--- src/design/lpl_pkg.sv ---
package lpl_pkg;

  localparam int DEF_DELAY    = 10;
  localparam int DEF_CHANNELS = 8;

  localparam int SAMPLE_W   = 16;
  localparam int CHAN_W     = 3;
  localparam int THR_W      = 16;
  localparam int COEF_W     = 17;
  localparam int FRAC_W     = 16;
  localparam int ALU_W      = 18;
  localparam int ACC_W      = 36;
  localparam int APB_W      = 32;
  localparam int REG_ADDR_W = 4;
  localparam int DIV_STEPS  = 16;
  localparam int DIV_CNT_W  = 4;

  localparam logic [COEF_W-1:0] UNITY         = 17'h10000;
  localparam logic [THR_W-1:0]  THRESHOLD_RST = 16'd32768;
  localparam logic [COEF_W-1:0] ATTACK_RST    = 17'd19661;
  localparam logic [COEF_W-1:0] RELEASE_RST   = 17'd655;

  typedef enum logic [1:0] {
    REG_THRESHOLD,
    REG_ATTACK,
    REG_RELEASE
  } reg_idx_t;

  typedef enum logic [3:0] {
    ST_IDLE,
    ST_PK_HELD,
    ST_PK_NEW,
    ST_PK_STORE,
    ST_DIV_CHECK,
    ST_DIV,
    ST_DIV_STORE,
    ST_GN_HELD,
    ST_GN_NEW,
    ST_GN_STORE,
    ST_OUT_MUL,
    ST_OUT_LOAD
  } state_t;

  typedef enum logic [2:0] {
    ALU_HOLD,
    ALU_MUL,
    ALU_MAC,
    ALU_DIV_LOAD,
    ALU_DIV_STEP
  } alu_op_t;

  typedef enum logic [2:0] {
    OPND_PK_HELD,
    OPND_PK_NEW,
    OPND_GN_HELD,
    OPND_GN_NEW,
    OPND_OUT
  } opnd_sel_t;

  typedef struct packed {
    alu_op_t   alu_op;
    opnd_sel_t opnd_sel;
    logic      peak_load;
    logic      target_load;
    logic      target_unity;
    logic      gain_load;
    logic      line_update;
    logic      out_load;
    logic      busy;
  } ctrl_t;

  function automatic logic [COEF_W-1:0] sat_coef(input logic [COEF_W-1:0] v);
    return (v > UNITY) ? UNITY : v;
  endfunction

  function automatic logic signed [ALU_W-1:0] to_opnd(input logic [COEF_W-1:0] v);
    return $signed({1'b0, v});
  endfunction

endpackage

--- src/design/lpl_ram.sv ---
module lpl_ram #(
  parameter int WIDTH = 16,
  parameter int DEPTH = 80
) (
  input  logic                                   clk,
  input  logic                                   we,
  input  logic [((DEPTH > 1) ? $clog2(DEPTH) : 1)-1:0] waddr,
  input  logic [WIDTH-1:0]                       wdata,
  input  logic                                   re,
  input  logic [((DEPTH > 1) ? $clog2(DEPTH) : 1)-1:0] raddr,
  output logic [WIDTH-1:0]                       rdata
);

  logic [WIDTH-1:0] mem [DEPTH];

  always_ff @(posedge clk) begin
    if (we) begin
      mem[waddr] <= wdata;
    end
    if (re) begin
      rdata <= mem[raddr];
    end
  end

endmodule

--- src/design/lpl_alu.sv ---
module lpl_alu (
  input  logic                                clk,
  input  lpl_pkg::alu_op_t                    op,
  input  logic signed [lpl_pkg::ALU_W-1:0]    opnd_a,
  input  logic signed [lpl_pkg::ALU_W-1:0]    opnd_b,
  input  logic [lpl_pkg::THR_W-1:0]           dividend,
  input  logic [lpl_pkg::THR_W-1:0]           divisor,
  output logic [lpl_pkg::ACC_W-1:0]           acc
);
  import lpl_pkg::*;

  logic signed [ACC_W-1:0] prod;
  logic [ACC_W-1:0]        acc_next;
  logic [32:0]             shifted;
  logic [17:0]             trial;

  assign prod    = opnd_a * opnd_b;
  assign shifted = {acc[31:0], 1'b0};
  assign trial   = {1'b0, shifted[32:16]} - {2'b0, divisor};

  always_comb begin
    case (op)
      ALU_MUL:      acc_next = prod;
      ALU_MAC:      acc_next = acc + prod;
      ALU_DIV_LOAD: acc_next = ACC_W'({dividend, {FRAC_W{1'b0}}});
      ALU_DIV_STEP: begin
        if (!trial[17]) begin
          acc_next = ACC_W'({trial[16:0], shifted[15:1], 1'b1});
        end else begin
          acc_next = ACC_W'(shifted);
        end
      end
      default:      acc_next = acc;
    endcase
  end

  always_ff @(posedge clk) begin
    acc <= acc_next;
  end

endmodule

--- src/design/lpl_seq.sv ---
module lpl_seq (
  input  logic           clk,
  input  logic           rst,
  input  logic           in_fire,
  input  logic           peak_over,
  input  logic           out_full,
  output lpl_pkg::ctrl_t ctrl
);
  import lpl_pkg::*;

  state_t               state;
  state_t               state_next;
  logic [DIV_CNT_W-1:0] div_cnt;
  logic                 div_last;

  assign div_last = (div_cnt == DIV_CNT_W'(DIV_STEPS - 1));

  always_ff @(posedge clk) begin
    if (rst) begin
      state   <= ST_IDLE;
      div_cnt <= '0;
    end else begin
      state <= state_next;
      if (state == ST_DIV) begin
        div_cnt <= div_cnt + 1'b1;
      end else begin
        div_cnt <= '0;
      end
    end
  end

  always_comb begin
    state_next = state;
    case (state)
      ST_IDLE:      if (in_fire) state_next = ST_PK_HELD;
      ST_PK_HELD:   state_next = ST_PK_NEW;
      ST_PK_NEW:    state_next = ST_PK_STORE;
      ST_PK_STORE:  state_next = ST_DIV_CHECK;
      ST_DIV_CHECK: state_next = peak_over ? ST_DIV : ST_GN_HELD;
      ST_DIV:       if (div_last) state_next = ST_DIV_STORE;
      ST_DIV_STORE: state_next = ST_GN_HELD;
      ST_GN_HELD:   state_next = ST_GN_NEW;
      ST_GN_NEW:    state_next = ST_GN_STORE;
      ST_GN_STORE:  state_next = ST_OUT_MUL;
      ST_OUT_MUL:   state_next = ST_OUT_LOAD;
      ST_OUT_LOAD:  if (!out_full) state_next = ST_IDLE;
      default:      state_next = ST_IDLE;
    endcase
  end

  always_comb begin
    ctrl          = '0;
    ctrl.alu_op   = ALU_HOLD;
    ctrl.opnd_sel = OPND_PK_HELD;
    ctrl.busy     = (state != ST_IDLE);
    case (state)
      ST_PK_HELD: begin
        ctrl.alu_op   = ALU_MUL;
        ctrl.opnd_sel = OPND_PK_HELD;
      end
      ST_PK_NEW: begin
        ctrl.alu_op   = ALU_MAC;
        ctrl.opnd_sel = OPND_PK_NEW;
      end
      ST_PK_STORE: ctrl.peak_load = 1'b1;
      ST_DIV_CHECK: begin
        if (peak_over) begin
          ctrl.alu_op = ALU_DIV_LOAD;
        end else begin
          ctrl.target_unity = 1'b1;
        end
      end
      ST_DIV:       ctrl.alu_op = ALU_DIV_STEP;
      ST_DIV_STORE: ctrl.target_load = 1'b1;
      ST_GN_HELD: begin
        ctrl.alu_op   = ALU_MUL;
        ctrl.opnd_sel = OPND_GN_HELD;
      end
      ST_GN_NEW: begin
        ctrl.alu_op   = ALU_MAC;
        ctrl.opnd_sel = OPND_GN_NEW;
      end
      ST_GN_STORE: ctrl.gain_load = 1'b1;
      ST_OUT_MUL: begin
        ctrl.alu_op      = ALU_MUL;
        ctrl.opnd_sel    = OPND_OUT;
        ctrl.line_update = 1'b1;
      end
      ST_OUT_LOAD: ctrl.out_load = !out_full;
      default: ;
    endcase
  end

endmodule

--- src/design/lookahead_peak_limiter_top.sv ---
// Look-ahead peak limiter. Each item is one signed Q1.15 sample and a channel
// number; the result is the sample that entered the same channel DELAY items
// earlier, scaled by a smoothed gain that a shared peak follower drives toward
// threshold/peak, or toward unity while the peak is not above the threshold.
// All arithmetic runs through one multiply-accumulate and divide-step unit
// under a small sequencer, so in_stall is high while an item is at work: from
// acceptance until its result is loaded, including, when the peak is above
// the threshold, a restoring divide of one quotient bit per cycle, and any wait
// for the previous result to be taken. The delay lines live in one
// CHANNELS*DELAY entry RAM; a per-channel fill flag makes unfilled entries read
// as zero, so there is no clearing pass after reset. Channel numbers at or
// above CHANNELS give a zero result and leave the delay lines untouched.
// Registers over APB: threshold at 0x0, attack_coeff at 0x4, release_coeff at
// 0x8; a coefficient keeps its write's low 17 bits, and values above 65536 saturate to 65536.
module lookahead_peak_limiter_top #(
  parameter int DELAY    = lpl_pkg::DEF_DELAY,
  parameter int CHANNELS = lpl_pkg::DEF_CHANNELS
) (
  input  logic                                 clk,
  input  logic                                 rst,
  input  logic                                 in_valid,
  output logic                                 in_stall,
  input  logic signed [lpl_pkg::SAMPLE_W-1:0]  sample_in,
  input  logic [lpl_pkg::CHAN_W-1:0]           channel,
  output logic                                 out_valid,
  input  logic                                 out_stall,
  output logic signed [lpl_pkg::SAMPLE_W-1:0]  sample_out,
  input  logic                                 psel,
  input  logic                                 penable,
  input  logic                                 pwrite,
  input  logic [lpl_pkg::REG_ADDR_W-1:0]       paddr,
  input  logic [lpl_pkg::APB_W-1:0]            pwdata,
  output logic [lpl_pkg::APB_W-1:0]            prdata,
  output logic                                 pready
);
  import lpl_pkg::*;

  localparam int PTR_W  = (DELAY > 1) ? $clog2(DELAY) : 1;
  localparam int IDX_W  = (CHANNELS > 1) ? $clog2(CHANNELS) : 1;
  localparam int DEPTH  = CHANNELS * DELAY;
  localparam int ADDR_W = (DEPTH > 1) ? $clog2(DEPTH) : 1;

  ctrl_t ctrl;

  logic [THR_W-1:0]  threshold;
  logic [COEF_W-1:0] attack_coeff;
  logic [COEF_W-1:0] release_coeff;
  reg_idx_t          reg_idx;
  logic              cfg_write;

  logic              in_fire;
  logic              in_chan_ok;
  logic [IDX_W-1:0]  in_idx;
  logic [SAMPLE_W-1:0] in_mag;
  logic [ADDR_W-1:0] in_slot;

  logic [SAMPLE_W-1:0] sample_q;
  logic [SAMPLE_W-1:0] mag_q;
  logic              chan_ok_q;
  logic [IDX_W-1:0]  idx_q;
  logic [ADDR_W-1:0] slot_q;

  logic [PTR_W-1:0]  ptr [CHANNELS];
  logic              filled [CHANNELS];

  logic [THR_W-1:0]  peak;
  logic [COEF_W-1:0] gain;
  logic [COEF_W-1:0] target;

  logic [COEF_W-1:0] pk_coef;
  logic [COEF_W-1:0] gn_coef;
  logic signed [ALU_W-1:0] opnd_a;
  logic signed [ALU_W-1:0] opnd_b;
  logic [ACC_W-1:0]  acc;
  logic [SAMPLE_W-1:0] ram_rdata;
  logic [SAMPLE_W-1:0] delayed;
  logic              out_full;

  assign pready    = 1'b1;
  assign reg_idx   = reg_idx_t'(paddr[REG_ADDR_W-1:2]);
  assign cfg_write = psel && penable && pwrite && pready;

  always_ff @(posedge clk) begin
    if (rst) begin
      threshold     <= THRESHOLD_RST;
      attack_coeff  <= ATTACK_RST;
      release_coeff <= RELEASE_RST;
    end else if (cfg_write) begin
      case (reg_idx)
        REG_THRESHOLD: threshold     <= pwdata[THR_W-1:0];
        REG_ATTACK:    attack_coeff  <= sat_coef(pwdata[COEF_W-1:0]);
        REG_RELEASE:   release_coeff <= sat_coef(pwdata[COEF_W-1:0]);
        default: ;
      endcase
    end
  end

  always_comb begin
    case (reg_idx)
      REG_THRESHOLD: prdata = APB_W'(threshold);
      REG_ATTACK:    prdata = APB_W'(attack_coeff);
      REG_RELEASE:   prdata = APB_W'(release_coeff);
      default:       prdata = '0;
    endcase
  end

  assign in_stall   = ctrl.busy;
  assign in_fire    = in_valid && !in_stall;
  assign out_full   = out_valid && out_stall;
  assign in_chan_ok = (int'(channel) < CHANNELS);
  assign in_idx     = IDX_W'(channel);
  assign in_mag     = sample_in[SAMPLE_W-1] ? (~sample_in + 1'b1) : sample_in;
  assign in_slot    = ADDR_W'(in_idx) * ADDR_W'(DELAY) + ADDR_W'(ptr[in_idx]);

  always_ff @(posedge clk) begin
    if (in_fire) begin
      sample_q  <= sample_in;
      mag_q     <= in_mag;
      chan_ok_q <= in_chan_ok;
      idx_q     <= in_idx;
      slot_q    <= in_slot;
    end
  end

  lpl_ram #(
    .WIDTH(SAMPLE_W),
    .DEPTH(DEPTH)
  ) u_lpl_ram (
    .clk  (clk),
    .we   (ctrl.line_update && chan_ok_q),
    .waddr(slot_q),
    .wdata(sample_q),
    .re   (in_fire && in_chan_ok),
    .raddr(in_slot),
    .rdata(ram_rdata)
  );

  assign delayed = (chan_ok_q && filled[idx_q]) ? ram_rdata : '0;

  always_ff @(posedge clk) begin
    if (rst) begin
      for (int i = 0; i < CHANNELS; i++) begin
        ptr[i]    <= '0;
        filled[i] <= 1'b0;
      end
    end else if (ctrl.line_update && chan_ok_q) begin
      if (ptr[idx_q] == PTR_W'(DELAY - 1)) begin
        ptr[idx_q]    <= '0;
        filled[idx_q] <= 1'b1;
      end else begin
        ptr[idx_q] <= ptr[idx_q] + 1'b1;
      end
    end
  end

  assign pk_coef = (mag_q > peak) ? attack_coeff : release_coeff;
  assign gn_coef = (gain > target) ? attack_coeff : release_coeff;

  always_comb begin
    case (ctrl.opnd_sel)
      OPND_PK_HELD: begin
        opnd_a = to_opnd(UNITY - pk_coef);
        opnd_b = to_opnd(COEF_W'(peak));
      end
      OPND_PK_NEW: begin
        opnd_a = to_opnd(pk_coef);
        opnd_b = to_opnd(COEF_W'(mag_q));
      end
      OPND_GN_HELD: begin
        opnd_a = to_opnd(UNITY - gn_coef);
        opnd_b = to_opnd(gain);
      end
      OPND_GN_NEW: begin
        opnd_a = to_opnd(gn_coef);
        opnd_b = to_opnd(target);
      end
      OPND_OUT: begin
        opnd_a = to_opnd(gain);
        opnd_b = $signed({{(ALU_W - SAMPLE_W){delayed[SAMPLE_W-1]}}, delayed});
      end
      default: begin
        opnd_a = '0;
        opnd_b = '0;
      end
    endcase
  end

  lpl_alu u_lpl_alu (
    .clk     (clk),
    .op      (ctrl.alu_op),
    .opnd_a  (opnd_a),
    .opnd_b  (opnd_b),
    .dividend(threshold),
    .divisor (peak),
    .acc     (acc)
  );

  lpl_seq u_lpl_seq (
    .clk      (clk),
    .rst      (rst),
    .in_fire  (in_fire),
    .peak_over(peak > threshold),
    .out_full (out_full),
    .ctrl     (ctrl)
  );

  always_ff @(posedge clk) begin
    if (rst) begin
      peak <= '0;
      gain <= UNITY;
    end else begin
      if (ctrl.peak_load) begin
        peak <= acc[31:16];
      end
      if (ctrl.gain_load) begin
        gain <= acc[32:16];
      end
    end
  end

  always_ff @(posedge clk) begin
    if (ctrl.target_unity) begin
      target <= UNITY;
    end else if (ctrl.target_load) begin
      target <= {1'b0, acc[15:0]};
    end
  end

  always_ff @(posedge clk) begin
    if (rst) begin
      out_valid <= 1'b0;
    end else if (ctrl.out_load) begin
      out_valid <= 1'b1;
    end else if (out_valid && !out_stall) begin
      out_valid <= 1'b0;
    end
  end

  always_ff @(posedge clk) begin
    if (ctrl.out_load) begin
      sample_out <= acc[31:16];
    end
  end

endmodule

--- config.mk ---
export PLATFORM = sky130hd
export DESIGN_NAME = lookahead_peak_limiter_top
export DESIGN_NICKNAME = d
export VERILOG_FILES = /design/src/design/lpl_pkg.sv /design/src/design/lpl_ram.sv /design/src/design/lpl_alu.sv /design/src/design/lpl_seq.sv /design/src/design/lookahead_peak_limiter_top.sv
export SDC_FILE = /design/constraint.sdc
export NUM_CORES = 2
export LEC_CHECK = 0
export ABC_AREA = 0
export BUFFER_PORTS_ARGS = -buffer_cell sky130_fd_sc_hd__buf_2
export CORE_ASPECT_RATIO = 0.8
export CORE_MARGIN = 1.5
export CORE_UTILIZATION = 55
export CTS_CLUSTER_SIZE = 14
export DETAILED_ROUTE_END_ITERATION = 8
export PLACE_DENSITY = 0.74
export SETUP_SLACK_MARGIN = 0.15
export SLEW_MARGIN = 20
export SYNTH_ARGS = -nofsm -noshare
export SYNTH_HDL_FRONTEND = slang
export SYNTH_SLANG_ARGS = --single-unit
--- constraint.sdc ---
create_clock -name clk -period 12 [get_ports clk]
set_clock_uncertainty 0.1 [all_clocks]
set_input_delay 0.6 -clock clk [delete_from_list [all_inputs] [get_ports clk]]
set_output_delay 0.6 -clock clk [all_outputs]
set_load 0.005 [all_outputs]
### After elaboration in Yosys (flattened, before gate mapping)

Memory sizes are Yosys's and may differ from the RTL's. A register that Yosys moved wholly into a read port is not among the register bits.
Cells that the tools add are included.

* memory bits (writable): 1320
* bits in registers: 203
* word-level logic and storage cells: 133
* memories: 3
* output and inout bits: 51
* input port bits: 62

* eq/ne operators: 26
* bitwise gates (word level): 3
* multiplexer cells: 48
* $add $sub $neg: 8
* reductions and logical operators: 23
* order comparisons: 4
* multipliers: 2

Memory list
* u_lpl_ram.mem: words 80, bits a word 16, read ports 1, clocked after memory_dff 1, wr ports 1, line lpl_ram.sv:14 `logic [WIDTH-1:0] mem [DEPTH];`
* ptr: words 8, bits a word 4, read ports 2, clocked after memory_dff 1, wr ports 8, line lookahead_peak_limiter_top.sv:63 `logic [PTR_W-1:0] ptr [CHANNELS];`
* filled: words 8, bits a word 1, read ports 1, clocked after memory_dff 1, wr ports 8, line lookahead_peak_limiter_top.sv:64 `logic filled [CHANNELS];`

Operators by type and width (number)
* $pmux W36 S4: 1
* $pmux W18 S5: 1
* $pmux W17 S5: 1
* $mux W17: 3
* $pmux W17 S3: 1
* $pmux W4 S12: 1
* $add A36 B36 Y36: 1
* $mul A18 B18 Y36: 1
* $sub A17 B17 Y17 const A: 2
* $mux W33: 1
* $gt A16 B16 Y1: 2
* $eq A4 B4 Y1 const B: 6
* $mux W1: 24
* $pmux W3 S4: 2
* $mux W4: 5
* $sub A17 B16 Y18: 1
* $gt A17 B17 Y1: 1
* $gt A17 B17 Y1 const B: 1
* $add A16 B1 Y16 const B: 1
* $eq A4 B3 Y1 const B: 4
* $mux W16: 1
* $not A16 Y16: 1
* $mux W15: 1
* $eq A3 B2 Y1 const B: 4
* other kinds (28): 47

### Longest topological paths before layout

* depth after elaboration: 8
* mapped depth: 56
* depth with buffers taken out: 52

### Modules after synthesis

From an unflattened synthesis, not the netlist that was laid out.

* cell total of the unflattened synthesis: 5637
* area, all modules: 79108.4 sq um

By module, submodules not included
* lpl_ram: seq. area each 38917.3 sq um, cells each 2392, times used 1, area an instance 49998.0 sq um
* lpl_alu: seq. area each 1081.0 sq um, cells each 1945, times used 1, area an instance 16908.7 sq um
* lookahead_peak_limiter_top: seq. area each 4914.7 sq um, cells each 1229, times used 1, area an instance 11648.7 sq um
* lpl_seq: seq. area each 160.2 sq um, cells each 71, times used 1, area an instance 553.0 sq um

### Least setup slack after synthesis

No wires, ideal clock.

* path kind: reg-to-reg
* start point: register, netlist name sample_q[0]
* end point: register u_lpl_alu.acc[32] (netlist name), data pin
* arrival: 12319 ps
* required time: 11634 ps
* stages on the path, launching flop included: 55
* setup slack: -684 ps
* period minus slack after synthesis: 12684 ps
* buffers on the path: 5
* library setup time: 266 ps
* cells stage by stage: edfxtp_1 > inv_1 > ha_1 > nand4_1 > nor4_1 > mux2i_1 > o31ai_1 > buf_6 > mux2_4 > buf_2 > buf_1 > mux2i_1 > ha_1 > inv_2 > or3_1 > or3_1 > nor3_1 > nand2_1 > (+19 left out) > o21ai_0 > a31oi_1 > nor4_1 > nor3_1 > a21boi_0 > o21bai_1 > a21oi_1 > xnor2_1 > ha_1 > clkbuf_1 > a21o_1 > a21o_1 > a21oi_1 > o21ai_0 > xor2_1 > o21ai_0 > a31oi_1 > or3b_1

RTL lines
* end signal, assigned: line lpl_alu.sv:38 `acc <= acc_next;`
* end, declared: line lpl_alu.sv:8 `output logic [lpl_pkg::ACC_W-1:0] acc`

### Worst setup path after layout

* start point: register mag_q[14]
* end point: register u_lpl_alu.acc[32] (netlist name), data pin

* word-level cells in the longest chain between the ends: 7
* elaborated cells on any way between the ends: 8
* those cells by class: add/sub: 2; mul: 1; order compare: 1; mux: 4

RTL lines
* start, declared: line lookahead_peak_limiter_top.sv:58 `logic [SAMPLE_W-1:0] mag_q;`
* start signal, assigned: line lookahead_peak_limiter_top.sv:118 `mag_q <= in_mag;`
* $gt A16 B16 Y1: line lookahead_peak_limiter_top.sv:156 `assign pk_coef = (mag_q > peak) ? attack_coeff : release_coeff;`
* $mux W17: line lookahead_peak_limiter_top.sv:156
* $sub A17 B17 Y17: line lookahead_peak_limiter_top.sv:162 `opnd_a = to_opnd(UNITY - pk_coef);`
* $pmux W17 S5: line lookahead_peak_limiter_top.sv:160 `case (ctrl.opnd_sel)`
* $mul A18 B18 Y36 (*): line lpl_alu.sv:17 `assign prod = opnd_a * opnd_b;`
* $add A36 B36 Y36: line lpl_alu.sv:24 `ALU_MAC: acc_next = acc + prod;`
* $pmux W36 S4 (*): line lpl_alu.sv:22 `case (op)`
* net u_lpl_alu.acc_next[32]: line lpl_alu.sv:13 `logic [ACC_W-1:0] acc_next;`

Mark *: on every way through the listed nets, which the timed path passes. The rest lies on a longest branch.
A chain may end at the register's enable or synchronous reset.

==> flow_metrics.py <==
metrics = {
    "timing": {
        "final-hold-violation-count": 0,
        "worst_slack_ns": 0.139,
        "setup_viol": 0,
        "rsz0062_at_grt": "true",
        "fmax_ghz": 0.0843,
        "worst_pin_slew_ns": 1.13,
        "period_share_pct": 98.8,
        "period_needed_ns": 11.86,
        "drv_slew": 0,
        "max_slew_margin_pct": 24.7,
    },
    "worst_setup_path": {
        "crit_arrival_ns": 12.28,
        "critical-path-max-stage-delay_ns": 0.58,
        "worst_path_max_delay_cell": "fa_1",
        "startpoint_type": "flip-flop",
        "ff2ff_path_depth": 51,
        "path_buf_inv": 9,
        "reg2reg_from": "mag_q[14]$_DFFE_PP_",
        "crit_type": "flip-flop to flip-flop",
        "r2r-end": "u_lpl_alu.acc[32]$_DFFE_PP_",
        "endpoint_kind": "flip-flop",
        "rrSetupSlack_ns": 0.14,
        "timing.critical_path.mode_cell": "fa_1",
        "cp.required_ns": 12.42,
        "crit_family": "adder cells",
        "critPathMaxFanout": 7,
    },
    "yosys": {
        "ys_types": 83,
        "syn_area_per_cell_um2": 15.1,
        "syn_area_um2": 75200,
        "yosysWarnings": 0,
        "yosysSeqAreaShare_pct": 59.8,
        "synth_cells": 4985,
        "synth_ff_type": "edfxtp_1",
        "synth_seq_cells": 1538,
        "synth_edf_count": 1418,
        "synthArstFlopShare_pct": 0,
    },
    "clocking": {
        "cts_root_buf": "clkbuf_16",
        "clkLatencyLatePin_ns": 0.81,
        "htreeDepth": 4,
        "cts_buffer_depth": 3,
        "cts_tree": "yes",
        "cts-buffers-inserted": 147,
        "cts.sinks": 1538,
        "clk_pin_slew_worst_paths_ns": 0.07,
    },
    "power_and_ir_drop": {
        "p_per_area_nw_per_um2": 190,
        "peakVddDrop_v": 0.000214,
        "total_power_w": 0.0161,
        "cellLeakagePower_nw": 30.2,
    },
    "cells_and_area": {
        "nets": 5816,
        "final_common_cell": "edfxtp_1",
        "final_cell_mix": "edfxtp_1 (1418), nand2_1 (517), mux4_2 (418)",
        "layout.cells.non_filler": 7178,
        "area_growth_pct": 12.7,
        "layout-drive-gt1-share_pct": 21.8,
        "fin_util_pct": 62.3,
    },
    "floorplan": {
        "chipWidth_um": 416,
        "dieArea_um2": 139000,
        "core_um2": 136000,
        "std_cell_rows": 121,
        "die_y_um": 334,
        "ios": 113,
        "initial_core_util_pct": 55.3,
    },
    "placement": {
        "dpl.hpwl_um": 128000,
        "pre_cts_slack_ns": -0.118,
        "port_buffers": 79,
        "place_congestion": 0.963,
        "dp_cells": 6863,
    },
    "routing": {
        "avgRoutedWirePerCell_um": 27.9,
        "first_pass_iters": 9,
        "drt_iter0_drc": 6309,
        "num_vias": 45700,
        "vias_per_cell": 6.36,
        "routed_wl_um": 200000,
        "drc": 0,
        "ant_nets": 0,
    },
    "global_route": {
        "grt_overflow": 0,
        "antenna_found_initial": 1,
        "grt_max_degree": 137,
        "grt_usage_pct": 28.9,
        "grt_pass1_wl_um": 295000,
        "grt_pass1_vias": 44400,
    },
    "status": {
        "run_status": "complete, no violations",
    },
    "hold_path": {
        "worstHoldStart": "channel[2]",
        "min_path_cells": 3,
        "min_path_type": "input port to flip-flop",
    },
    "flow_run": {
        "drv_cap": 0,
    },
}
registers in the layout (all words and copies together) (netlist names), 7 cells and up, named ones only:
name             count
filled               8
attack_coeff        17
u_lpl_alu.acc       33
threshold           16
sample_q            16
u_lpl_ram.mem     1280
target              17
peak                16
u_lpl_ram.rdata     16
release_coeff       17
slot_q               7
sample_out          16
gain                17
ptr                 32
mag_q               15
metal layers:
| metal | GRT usage (%) | part of all wire, % |
|---|---|---|
| met1 | 42.0 | 40 |
| met2 | 44.3 | 46 |
| met3 | 5.40 | 10 |
| met4 | 10.2 | 3.8 |
| met5 | 0 | 0.0070 |
cells by family (layout without fill, tap and decap cells):
logic type / Yosys count / count (layout) / share of synthesized area, %
DFF: 1538 / 1538 / 59.8
and+or+nand+nor: 1156 / 1156 / 6.73
buffers and inverters: 657 / 1051 / 3.50
AOI/OAI and AO/OA: 559 / 559 / 4.86
muxes: 512 / 512 / 13.8
adders and majority gates: 466 / 466 / 10.2
xor gates and xnor gates: 95 / 95 / 1.11
other: 2 / 18 / 0.00998
stage by stage:
step	area (um2)	hold WS [ns]	TNS (ns)
4_1_cts	84000	0.0368	0
3_3_place_gp	79200	0.345	0
6_report	84700	0.0733	0
5_1_grt	84700	0.0510	-0.408
2_1_floorplan	75500	0.333	0
3_5_place_dp	79200	0.352	-0.135
worst max-delay path by stage:
stage	cells past startpoint	startpoint	endpoint	slack [ns]
2_1_floorplan	53	sample_q[0]$_DFFE_PP_	u_lpl_alu.acc[32]$_DFFE_PP_	0.13
5_1_grt	54	mag_q[14]$_DFFE_PP_	u_lpl_alu.acc[32]$_DFFE_PP_	-0.29
4_1_cts	54	mag_q[14]$_DFFE_PP_	u_lpl_alu.acc[32]$_DFFE_PP_	0.06
3_3_place_gp	54	target[2]$_SDFFE_PP0P_	u_lpl_alu.acc[32]$_DFFE_PP_	0.04
3_5_place_dp	56	target[2]$_SDFFE_PP0P_	u_lpl_alu.acc[32]$_DFFE_PP_	-0.12
6_report	51	mag_q[14]$_DFFE_PP_	u_lpl_alu.acc[32]$_DFFE_PP_	0.14
cell type report:
class	count	area [um2]
Fill cell	9621	51200
Sequential cell	1538	45000
Multi-Input combinational cell	2804	28600
Clock buffer	185	3860
Timing Repair Buffer	390	2940
Tap cell	1783	2230
Inverter	407	1540
Clock inverter	69	617
Antenna cell	2	5.00
cells in the mapped netlist (all sizes together) (74+ instances only):
cell type	number	area, um2
a21oi	177	886
buf	74	427
clkbuf	175	667
dfxtp	120	2400
edfxtp	1418	42600
fa	243	4860
ha	223	2790
inv	407	1530
mux4	418	9410
nand2	523	1960
nor2	330	1240
o21ai	106	531
repair_timing:
item,4_1_cts,5_1_grt
hold buffers,31,0
setup endpoints to repair,5,11
hold endpoints to repair,41,0
buffers inserted,0,27
pin swaps,4,94
gates resized for setup,15,91
tightest hold or removal path, stage by stage:
cell	delay, ns
buf_2	0.19
nand2_1	0.09
nand2_1	0.04
where the power goes:
group / switching [W] / internal (W) / leakage, nW
logic: 0.00312 / 0.00233 / 14.2
clock network: 0.00204 / 0.00239 / 2.18
registers: 0.000159 / 0.00610 / 13.8
(Power assumes the default switching activity.)
